==> src/rtl/sbusfd_pkg.sv <==
// ----------------------------------------------------------------------------
// sbusfd_pkg
// Shared constants and types for the SBUS frame decoder.
// ----------------------------------------------------------------------------
package sbusfd_pkg;

	localparam int FRAME_BYTES      = 25;
	localparam int CHANNEL_BITS     = 11;
	localparam int NUM_CHANNELS_DEF = 16;
	localparam int MAX_CHANNELS     = 16;

	localparam logic [7:0] HDR_BYTE = 8'h0F;
	localparam logic [7:0] FTR_BYTE = 8'h00;

	// Frame store holds bytes 0..23; the footer is never stored.
	localparam int STORE_DEPTH = FRAME_BYTES - 1;
	localparam int STORE_AW    = $clog2(STORE_DEPTH);
	localparam int FLAGS_AT    = 23;
	localparam int DATA_FIRST  = 1;
	localparam int DATA_LAST   = 22;

	localparam int POS_W   = $clog2(FRAME_BYTES);
	localparam int CH_W    = $clog2(MAX_CHANNELS);
	localparam int BYTE_W  = 8;
	// Worst case: ten bits left over plus one fresh byte.
	localparam int BUF_W   = CHANNEL_BITS + BYTE_W - 1;
	localparam int CNT_W   = $clog2(BUF_W + 1);

	typedef enum logic [1:0] {
		ST_HUNT,
		ST_COLLECT,
		ST_UNPACK
	} state_t;

	typedef struct packed {
		logic clear;
		logic fill;
		logic take;
	} bb_ctrl_t;

endpackage

==> src/rtl/sbusfd_if.sv <==
// ----------------------------------------------------------------------------
// sbusfd_if
// Valid/ready channels for received bytes and decoded channel results.
// ----------------------------------------------------------------------------
interface sbusfd_in_if
	import sbusfd_pkg::*;
();
	logic              valid;
	logic              ready;
	logic [BYTE_W-1:0] rx_byte;

	modport source (output valid, output rx_byte, input ready);
	modport sink   (input valid, input rx_byte, output ready);
endinterface

interface sbusfd_out_if
	import sbusfd_pkg::*;
();
	logic                    valid;
	logic                    ready;
	logic [CH_W-1:0]         channel_index;
	logic [CHANNEL_BITS-1:0] channel_value;
	logic [BYTE_W-1:0]       frame_flags;
	logic                    last_channel;

	modport source (output valid, output channel_index, output channel_value,
		output frame_flags, output last_channel, input ready);
	modport sink   (input valid, input channel_index, input channel_value,
		input frame_flags, input last_channel, output ready);
endinterface

==> src/rtl/sbusfd_frame_decoder_top.sv <==
// ----------------------------------------------------------------------------
// sbus_frame_decoder
// SBUS receive frame decoder: header hunt, 24-byte store, footer check and
// serial unpacking of the channel values.
// ----------------------------------------------------------------------------
// Usage
//   rx  : one received byte per beat. Ready is high while hunting for the
//         0x0F header and while collecting the frame; it drops while a good
//         frame is being unpacked.
//   res : one beat per channel, index 0 first, with the 11-bit value, the
//         frame's flags byte and a last marker on the final channel.
// Sequencing
//   After a zero footer the bit buffer is cleared, then stored bytes are read
//   and appended until a full value is held, and the first result is
//   registered. The bit buffer waits on registered RAM reads, so unpacking
//   pauses between some results until enough bits have arrived.
//   A frame whose footer is not zero is dropped with no result.
// Reset
//   Returns to header hunting with no result pending; the frame store is
//   not cleared, every entry is written before it is read.
// Stall
//   A stalled result holds in the output register and unpacking waits; once
//   the last channel sits in that register, rx is ready again.
// ----------------------------------------------------------------------------
module sbus_frame_decoder
	import sbusfd_pkg::*;
#(
	parameter int NUM_CHANNELS = NUM_CHANNELS_DEF
) (
	input  logic         clk,
	input  logic         arst_n,
	sbusfd_in_if.sink    rx,
	sbusfd_out_if.source res
);

	state_t                  state_q, state_d;
	logic [POS_W-1:0]        pos_q;
	logic [STORE_AW-1:0]     rd_addr_q;
	logic                    rd_pend_q;
	logic [CH_W-1:0]         ch_q;
	logic [BYTE_W-1:0]       flags_q;

	logic                    out_valid_q;
	logic [CH_W-1:0]         out_index_q;
	logic [CHANNEL_BITS-1:0] out_value_q;
	logic [BYTE_W-1:0]       out_flags_q;
	logic                    out_last_q;

	logic                    rx_fire;
	logic                    is_hdr;
	logic                    at_footer;
	logic                    footer_ok;
	logic                    ram_we;
	logic                    ram_re;
	logic [BYTE_W-1:0]       ram_rd_data;
	logic                    slot_free;
	logic                    last_ch;
	bb_ctrl_t                bb_ctrl;
	logic [CHANNEL_BITS-1:0] bb_value;
	logic [CNT_W-1:0]        bb_nbits;
	logic [CNT_W-1:0]        bb_nbits_next;

	assign rx_fire   = rx.valid && rx.ready;
	assign is_hdr    = (rx.rx_byte == HDR_BYTE);
	assign at_footer = (pos_q >= POS_W'(FRAME_BYTES - 1));
	assign footer_ok = (rx.rx_byte == FTR_BYTE);
	assign slot_free = !out_valid_q || res.ready;
	assign last_ch   = (ch_q == CH_W'(NUM_CHANNELS - 1));

	// next state
	always_comb begin
		state_d = state_q;
		unique case (state_q)
			ST_HUNT: begin
				if (rx_fire && is_hdr) begin
					state_d = ST_COLLECT;
				end
			end
			ST_COLLECT: begin
				if (rx_fire && at_footer) begin
					state_d = footer_ok ? ST_UNPACK : ST_HUNT;
				end
			end
			ST_UNPACK: begin
				if (bb_ctrl.take && last_ch) begin
					state_d = ST_HUNT;
				end
			end
			default: state_d = ST_HUNT;
		endcase
	end

	// outputs of the sequencer
	always_comb begin
		rx.ready      = 1'b0;
		ram_we        = 1'b0;
		ram_re        = 1'b0;
		bb_ctrl.clear = 1'b0;
		bb_ctrl.fill  = 1'b0;
		bb_ctrl.take  = 1'b0;
		unique case (state_q)
			ST_HUNT: begin
				rx.ready = 1'b1;
				ram_we   = rx_fire && is_hdr;
			end
			ST_COLLECT: begin
				rx.ready      = 1'b1;
				ram_we        = rx_fire && !at_footer;
				bb_ctrl.clear = rx_fire && at_footer && footer_ok;
			end
			ST_UNPACK: begin
				bb_ctrl.fill = rd_pend_q;
				bb_ctrl.take = (bb_nbits >= CNT_W'(CHANNEL_BITS)) && slot_free;
				// fetch ahead while the buffer will still be short of a value
				ram_re = (bb_nbits_next < CNT_W'(CHANNEL_BITS))
					&& (rd_addr_q <= STORE_AW'(DATA_LAST));
			end
			default: begin
				rx.ready = 1'b0;
			end
		endcase
	end

	always_ff @(posedge clk or negedge arst_n) begin
		if (!arst_n) begin
			state_q   <= ST_HUNT;
			pos_q     <= '0;
			rd_addr_q <= '0;
			rd_pend_q <= 1'b0;
			ch_q      <= '0;
		end else begin
			state_q <= state_d;
			if (state_q == ST_HUNT && rx_fire && is_hdr) begin
				pos_q <= POS_W'(1);
			end else if (state_q == ST_COLLECT && rx_fire) begin
				pos_q <= at_footer ? '0 : pos_q + POS_W'(1);
			end
			if (bb_ctrl.clear) begin
				rd_addr_q <= STORE_AW'(DATA_FIRST);
				rd_pend_q <= 1'b0;
				ch_q      <= '0;
			end else if (state_q == ST_UNPACK) begin
				rd_pend_q <= ram_re;
				if (ram_re) begin
					rd_addr_q <= rd_addr_q + STORE_AW'(1);
				end
				if (bb_ctrl.take) begin
					ch_q <= ch_q + CH_W'(1);
				end
			end
		end
	end

	// hold the flags byte aside so every result of the frame can carry it
	always_ff @(posedge clk) begin
		if (state_q == ST_COLLECT && rx_fire && pos_q == POS_W'(FLAGS_AT)) begin
			flags_q <= rx.rx_byte;
		end
	end

	always_ff @(posedge clk or negedge arst_n) begin
		if (!arst_n) begin
			out_valid_q <= 1'b0;
		end else if (bb_ctrl.take) begin
			out_valid_q <= 1'b1;
		end else if (res.ready) begin
			out_valid_q <= 1'b0;
		end
	end

	always_ff @(posedge clk) begin
		if (bb_ctrl.take) begin
			out_index_q <= ch_q;
			out_value_q <= bb_value;
			out_flags_q <= flags_q;
			out_last_q  <= last_ch;
		end
	end

	assign res.valid         = out_valid_q;
	assign res.channel_index = out_index_q;
	assign res.channel_value = out_value_q;
	assign res.frame_flags   = out_flags_q;
	assign res.last_channel  = out_last_q;

	sbusfd_ram #(
		.WIDTH (BYTE_W),
		.DEPTH (STORE_DEPTH)
	) u_store (
		.clk     (clk),
		.we      (ram_we),
		.wr_addr (pos_q[STORE_AW-1:0]),
		.wr_data (rx.rx_byte),
		.re      (ram_re),
		.rd_addr (rd_addr_q),
		.rd_data (ram_rd_data)
	);

	sbusfd_bitbuf u_bitbuf (
		.clk        (clk),
		.arst_n     (arst_n),
		.ctrl       (bb_ctrl),
		.fill_byte  (ram_rd_data),
		.value      (bb_value),
		.nbits      (bb_nbits),
		.nbits_next (bb_nbits_next)
	);

	a_res_from_unpack: assert property (@(posedge clk) disable iff (!arst_n)
		$rose(out_valid_q) |-> $past(state_q == ST_UNPACK))
		else $error("result raised outside unpacking");

	a_last_index: assert property (@(posedge clk) disable iff (!arst_n)
		(res.valid && res.last_channel)
		|-> (res.channel_index == CH_W'(NUM_CHANNELS - 1)))
		else $error("last marker on wrong channel");

	a_bad_footer_drop: assert property (@(posedge clk) disable iff (!arst_n)
		(state_q == ST_COLLECT && rx_fire && at_footer && !footer_ok)
		|=> (state_q == ST_HUNT && !$rose(out_valid_q)))
		else $error("bad footer not dropped");

	a_buf_bound: assert property (@(posedge clk) disable iff (!arst_n)
		(state_q == ST_UNPACK) |-> (bb_nbits <= CNT_W'(BUF_W)))
		else $error("bit buffer overrun");

endmodule

==> src/rtl/sbusfd_ram.sv <==
// ----------------------------------------------------------------------------
// sbusfd_ram
// Generic single-write, single-read RAM with registered read data.
// ----------------------------------------------------------------------------
module sbusfd_ram #(
	parameter int WIDTH = 8,
	parameter int DEPTH = 24
) (
	input  logic                     clk,
	input  logic                     we,
	input  logic [$clog2(DEPTH)-1:0] wr_addr,
	input  logic [WIDTH-1:0]         wr_data,
	input  logic                     re,
	input  logic [$clog2(DEPTH)-1:0] rd_addr,
	output logic [WIDTH-1:0]         rd_data
);

	logic [WIDTH-1:0] mem_q [DEPTH];

	always_ff @(posedge clk) begin
		if (we) begin
			mem_q[wr_addr] <= wr_data;
		end
		if (re) begin
			rd_data <= mem_q[rd_addr];
		end
	end

endmodule

==> src/rtl/sbusfd_bitbuf.sv <==
// ----------------------------------------------------------------------------
// sbusfd_bitbuf
// Shared LSB-first bit buffer: per step it can take one stored byte, hand
// out one 11-bit channel value, or both; a clear empties it.
// ----------------------------------------------------------------------------
module sbusfd_bitbuf
	import sbusfd_pkg::*;
(
	input  logic                    clk,
	input  logic                    arst_n,
	input  bb_ctrl_t                ctrl,
	input  logic [BYTE_W-1:0]       fill_byte,
	output logic [CHANNEL_BITS-1:0] value,
	output logic [CNT_W-1:0]        nbits,
	output logic [CNT_W-1:0]        nbits_next
);

	logic [BUF_W-1:0] buf_q;
	logic [CNT_W-1:0] nbits_q;
	logic [BUF_W-1:0] shifted;
	logic [CNT_W-1:0] cnt_taken;
	logic [BUF_W-1:0] buf_d;
	logic [CNT_W-1:0] cnt_d;

	always_comb begin
		shifted   = ctrl.take ? (buf_q >> CHANNEL_BITS) : buf_q;
		cnt_taken = ctrl.take ? (nbits_q - CNT_W'(CHANNEL_BITS)) : nbits_q;
		buf_d     = shifted;
		cnt_d     = cnt_taken;
		if (ctrl.fill) begin
			// append the new byte above the bits still held
			buf_d = shifted | (BUF_W'(fill_byte) << cnt_taken);
			cnt_d = cnt_taken + CNT_W'(BYTE_W);
		end
		if (ctrl.clear) begin
			buf_d = '0;
			cnt_d = '0;
		end
	end

	always_ff @(posedge clk or negedge arst_n) begin
		if (!arst_n) begin
			nbits_q <= '0;
		end else begin
			nbits_q <= cnt_d;
		end
	end

	always_ff @(posedge clk) begin
		buf_q <= buf_d;
	end

	assign value      = buf_q[CHANNEL_BITS-1:0];
	assign nbits      = nbits_q;
	assign nbits_next = cnt_d;

endmodule

==> src/flat_wrapper.sv <==
// flat-port wrapper written by rule: the top's interface ports become plain ports
module sbus_frame_decoder_flat import sbusfd_pkg::*;
#(
	parameter int NUM_CHANNELS = NUM_CHANNELS_DEF
)
  (clk, arst_n, rx_valid, rx_rx_byte, rx_ready, res_valid, res_channel_index, res_channel_value, res_frame_flags, res_last_channel, res_ready);
  sbusfd_in_if rx_i ();
  sbusfd_out_if res_i ();
  input  logic clk;
  input  logic arst_n;
  input wire logic [$bits(rx_i.valid)-1:0] rx_valid;
  input wire logic [$bits(rx_i.rx_byte)-1:0] rx_rx_byte;
  output wire logic [$bits(rx_i.ready)-1:0] rx_ready;
  output wire logic [$bits(res_i.valid)-1:0] res_valid;
  output wire logic [$bits(res_i.channel_index)-1:0] res_channel_index;
  output wire logic [$bits(res_i.channel_value)-1:0] res_channel_value;
  output wire logic [$bits(res_i.frame_flags)-1:0] res_frame_flags;
  output wire logic [$bits(res_i.last_channel)-1:0] res_last_channel;
  input wire logic [$bits(res_i.ready)-1:0] res_ready;
  assign rx_i.valid = rx_valid;
  assign rx_i.rx_byte = rx_rx_byte;
  assign rx_ready = rx_i.ready;
  assign res_valid = res_i.valid;
  assign res_channel_index = res_i.channel_index;
  assign res_channel_value = res_i.channel_value;
  assign res_frame_flags = res_i.frame_flags;
  assign res_last_channel = res_i.last_channel;
  assign res_i.ready = res_ready;
  sbus_frame_decoder #(.NUM_CHANNELS(NUM_CHANNELS)) u_core (.clk(clk), .arst_n(arst_n), .rx(rx_i), .res(res_i));
endmodule
==> config.mk <==
export PLATFORM = sky130hd
export DESIGN_NAME = sbus_frame_decoder_flat
export DESIGN_NICKNAME = d
export VERILOG_FILES = /design/src/rtl/sbusfd_pkg.sv /design/src/rtl/sbusfd_if.sv /design/src/rtl/sbusfd_frame_decoder_top.sv /design/src/rtl/sbusfd_ram.sv /design/src/rtl/sbusfd_bitbuf.sv /design/src/flat_wrapper.sv
export SDC_FILE = /design/constraint.sdc
export NUM_CORES = 1
export LEC_CHECK = 0
export ABC_AREA = 1
export BUFFER_PORTS_ARGS = -buffer_cell sky130_fd_sc_hd__clkbuf_2
export CORE_MARGIN = 8
export CORE_UTILIZATION = 32
export DETAILED_ROUTE_END_ITERATION = 6
export GPL_TIMING_DRIVEN = 0
export PLACE_DENSITY = 0.45
export SETUP_SLACK_MARGIN = 0.3
export SLEW_MARGIN = 25
export SYNTH_ARGS = -nofsm -noshare
export SYNTH_HDL_FRONTEND = slang
export SYNTH_SLANG_ARGS = --single-unit
==> constraint.sdc <==
create_clock -name clk -period 6.1 [get_ports clk]
set_input_delay 0.915 -clock clk [delete_from_list [all_inputs] [get_ports clk]]
set_output_delay 0.915 -clock clk [all_outputs]
set_load 0.005 [all_outputs]
==> qor.yml <==
timing:
  skew_ns: 0.0440
  setup_viol: 0
  whs_ns: 0.327
  tns_ns: 0
  hold_viol: 0
  clock.fmax_mhz: 307
  slew_violations: 0
  fin_crit_sh_pct: 53.3
  rsz0062_at_grt: "false"
  tightest_slew_ns: 0.938
  period_needed_ns: 3.25
  max-slew-margin-rel_pct: 37.3
routing:
  wl_per_cell_um: 19.2
  drc: 0
  first_pass_iters: 5
  vias: 7471
  drtIter0Drc: 596
  ant_nets: 0
  drt_wl_total_um: 29200
  vias_per_cell: 4.90
global_route:
  grt_overflow_total: 0
  grt_first_pass_wirelength_um: 44800
  antenna_found_initial: 0
  grt_max_degree: 28
  grt_pass1_vias: 7386
  grt.total_usage_pct: 13.9
job:
  max_cap_violations: 0
synthesis:
  synth_top_family_by_area: "simple AND/OR/NAND/NOR gates"
  yosysSeqAreaShare_pct: 69.2
  synth_area_per_cell_um2: 11.7
  yosys_warnings: 0
  netlist_area_um2: 11400
  synth.mux.area_fraction_pct: 2.28
  synth_simple_gate_area_share_pct: 15.6
  ys_ff_latch: 273
  syn_nets: 993
  synthCells: 973
  synth-xor-area-share_pct: 0.384
  synth.distinct_cells: 41
  synth_compound_gate_area_share_pct: 8.22
  synth_adder_area_share_pct: 0.877
worst_setup_path:
  crit_path_end_kind: "flop"
  cp_top_family: "simple AND/OR/NAND/NOR gates"
  path_buf_inv: 2
  critPathKind: "in -> reg"
  timing.critical_path.slowest_cell_delay_ns: 0.79
  cp.arrival_ns: 3.44
  timing.critical_path.mode_cell: "nand2_1"
  path_cells: "clkbuf_2 > inv_1 > nor3_1 > nand4_1 > nand2_1 > nand2_1 > nor2_1"
  crit_fanout: 26
  cp_slowest_cell: "nor2_1"
  setup.worst_path.start_class: "input port"
  cp.required_ns: 6.28
placed_design:
  gp_congestion: 0.846
  dp_hpwl_um: 19500
  io_buffers: 37
  postPlaceCellArea_um2: 12200
floorplan:
  die-height_um: 205
  die_w_um: 205
  io_pins: 38
  start_util_pct: 32.3
  rows: 69
  dieArea_um2: 42000
  coreArea_um2: 35400
cts:
  cts_buffers: 30
  cts.repair.resized: 0
  cts_tree: "yes"
  post_cts_buffers: 0
  htree_levels: 1
  postCtsHoldBufs: 0
  path_clk_slew_ns: 0.06
  clockBufferDepth: 3
  cts-root-buf: "clkbuf_16"
  clock_sinks: 273
  insertion_delay_ns: 0.59
power_and_ir_drop:
  finalPower_w: 0.00391
  powerDensity_nw_per_um2: 298
  peakVddDrop_mv: 0.223
  p_leak_nw: 4.69
finish:
  fin_area_um2: 13100
  fin_nets: 1063
  post-route-util_pct: 37.0
  areaGrowthSynthToFinish_pct: 14.8
  drive_gt1_share_pct: 9.67
  diodes: 0
run_status:
  status: "completed"
worst_hold_path:
  hp-class: "in -> async"
metal layers:
layer	vias up	wire length, um	GRT usage (%)
met2	148	13500	22.2
met1	3662	13900	19.4
met5	-	0	0
met3	40	1320	2.17
li1	3621	-	-
met4	0	548	3.83
cell families after synthesis:
kind of cell / Yosys count
AOI/OAI and AO/OA: 142
and+or+nand+nor: 418
buffers and inverters: 101
xor gates and xnor gates: 5
muxes: 26
adders and majority gates: 8
DFF: 273
cell usage after synthesis:
| library cell | number | area, um2 |
|---|---|---|
| nand4_1 | 5 | 31.3 |
| nand2_2 | 7 | 43.8 |
| a21oi_1 | 9 | 45.0 |
| nor2_4 | 1 | 11.3 |
| nand2_1 | 160 | 601 |
| nor2_8 | 1 | 20.0 |
| nor2_2 | 1 | 6.26 |
| a31oi_1 | 3 | 18.8 |
| xor2_1 | 4 | 35.0 |
| mux2i_1 | 26 | 260 |
| edfxtp_1 | 232 | 6970 |
| or2_1 | 1 | 6.26 |
| o22ai_1 | 2 | 12.5 |
| o21ai_4 | 1 | 16.3 |
| buf_4 | 1 | 7.51 |
| nor3b_1 | 3 | 22.5 |
| inv_2 | 3 | 11.3 |
| o21ai_0 | 64 | 320 |
| nor3_1 | 7 | 35.0 |
| o211ai_1 | 6 | 45.0 |
| ha_1 | 8 | 100 |
| o31ai_1 | 2 | 15.0 |
| nand2_4 | 3 | 33.8 |
| nand3_2 | 2 | 20.0 |
| dfxtp_1 | 18 | 360 |
| clkinv_1 | 2 | 7.51 |
| o21ai_1 | 4 | 20.0 |
| clkbuf_1 | 34 | 128 |
| inv_1 | 55 | 206 |
| o221ai_1 | 26 | 228 |
| a21boi_0 | 1 | 7.51 |
| dfrtp_1 | 23 | 576 |
| buf_1 | 1 | 3.75 |
| nand3_1 | 76 | 380 |
| nor2_1 | 149 | 559 |
| nand3b_1 | 1 | 7.51 |
| buf_2 | 5 | 25.0 |
| nor4_1 | 1 | 6.26 |
| xnor2_1 | 1 | 8.76 |
| o21ai_2 | 2 | 17.5 |
| o32ai_1 | 22 | 193 |
layout make-up:
type	instances	area, um2
clock buffers	43	800
clock inverters	11	103
fillers	3471	22300
multi-input cells	599	3130
plain buffers	41	165
flip-flops and latches	273	7900
well taps	461	577
inverters	60	225
repair buffers	38	213
worst paths after layout:
check	depth (start not counted)	slack, ns	start	endpoint
max	7	2.85	rx_rx_byte[0]	u_core.u_store.mem_q[20][0]
min	1	0.33	arst_n	u_core.state_q[0]
max reg2reg	10	3.28	u_core.rd_addr_q[0]	u_core.u_store.rd_data[4]
min reg2reg	0	0.42	u_core.flags_q[6]	u_core.res.frame_flags[6]
max in group asynchronous	1	5.33	arst_n	u_core.u_bitbuf.nbits[3]
min in group clk	0	0.42	u_core.flags_q[6]	u_core.res.frame_flags[6]
flip-flops by register name (all words and copies together) (netlist names):
register and flops:
u_core.ch_q 4, u_core.flags_q 8, u_core.pos_q 5, u_core.rd_addr_q 5
u_core.rd_pend_q 1, u_core.res.channel_index 4, u_core.res.channel_value 11, u_core.res.frame_flags 8
u_core.res.last_channel 1, u_core.res.valid 1, u_core.state_q 2, u_core.u_bitbuf.buf_q 18
u_core.u_bitbuf.nbits 5, u_core.u_store.mem_q 192, u_core.u_store.rd_data 8
layout by cell type, fill, tap and decap left out, types with 2 or more instances in the layout:
cell       count
dfrtp_1       23
buf_2          5
o21ai_1        4
o32ai_1       22
ha_1           8
dfxtp_1       18
nand2_2        7
o211ai_1       6
nand2_1      160
a31oi_1        3
o31ai_1        2
o21ai_2        2
o21ai_0       64
o22ai_1        2
edfxtp_1     232
clkbuf_16     30
clkbuf_1      46
nand3_1       76
inv_2          3
clkinv_2       4
xor2_1         4
inv_1         55
mux2i_1       26
a21oi_1        9
nor3_1         7
nor2_1       149
nor3b_1        3
nand4_1        5
nand2_4        3
clkbuf_2      38
o221ai_1      26
clkinv_1       6
nand3_2        2
power by group:
group,switching (W),internal [W],total [W]
registers,0.0000220,0.00204,0.00207
logic,0.000123,0.0000391,0.000162
clock network,0.000730,0.000951,0.00168
per-stage QoR:
step | worst slack, ns | instances
after floorplan | 3.54 | 973
after global placement | 2.29 | 1471
after detailed placement | 2.26 | 1472
after CTS | 2.85 | 1526
after global routing | 2.64 | 1526
final | 2.85 | 1526
Power figures use the tool's default switching activity.
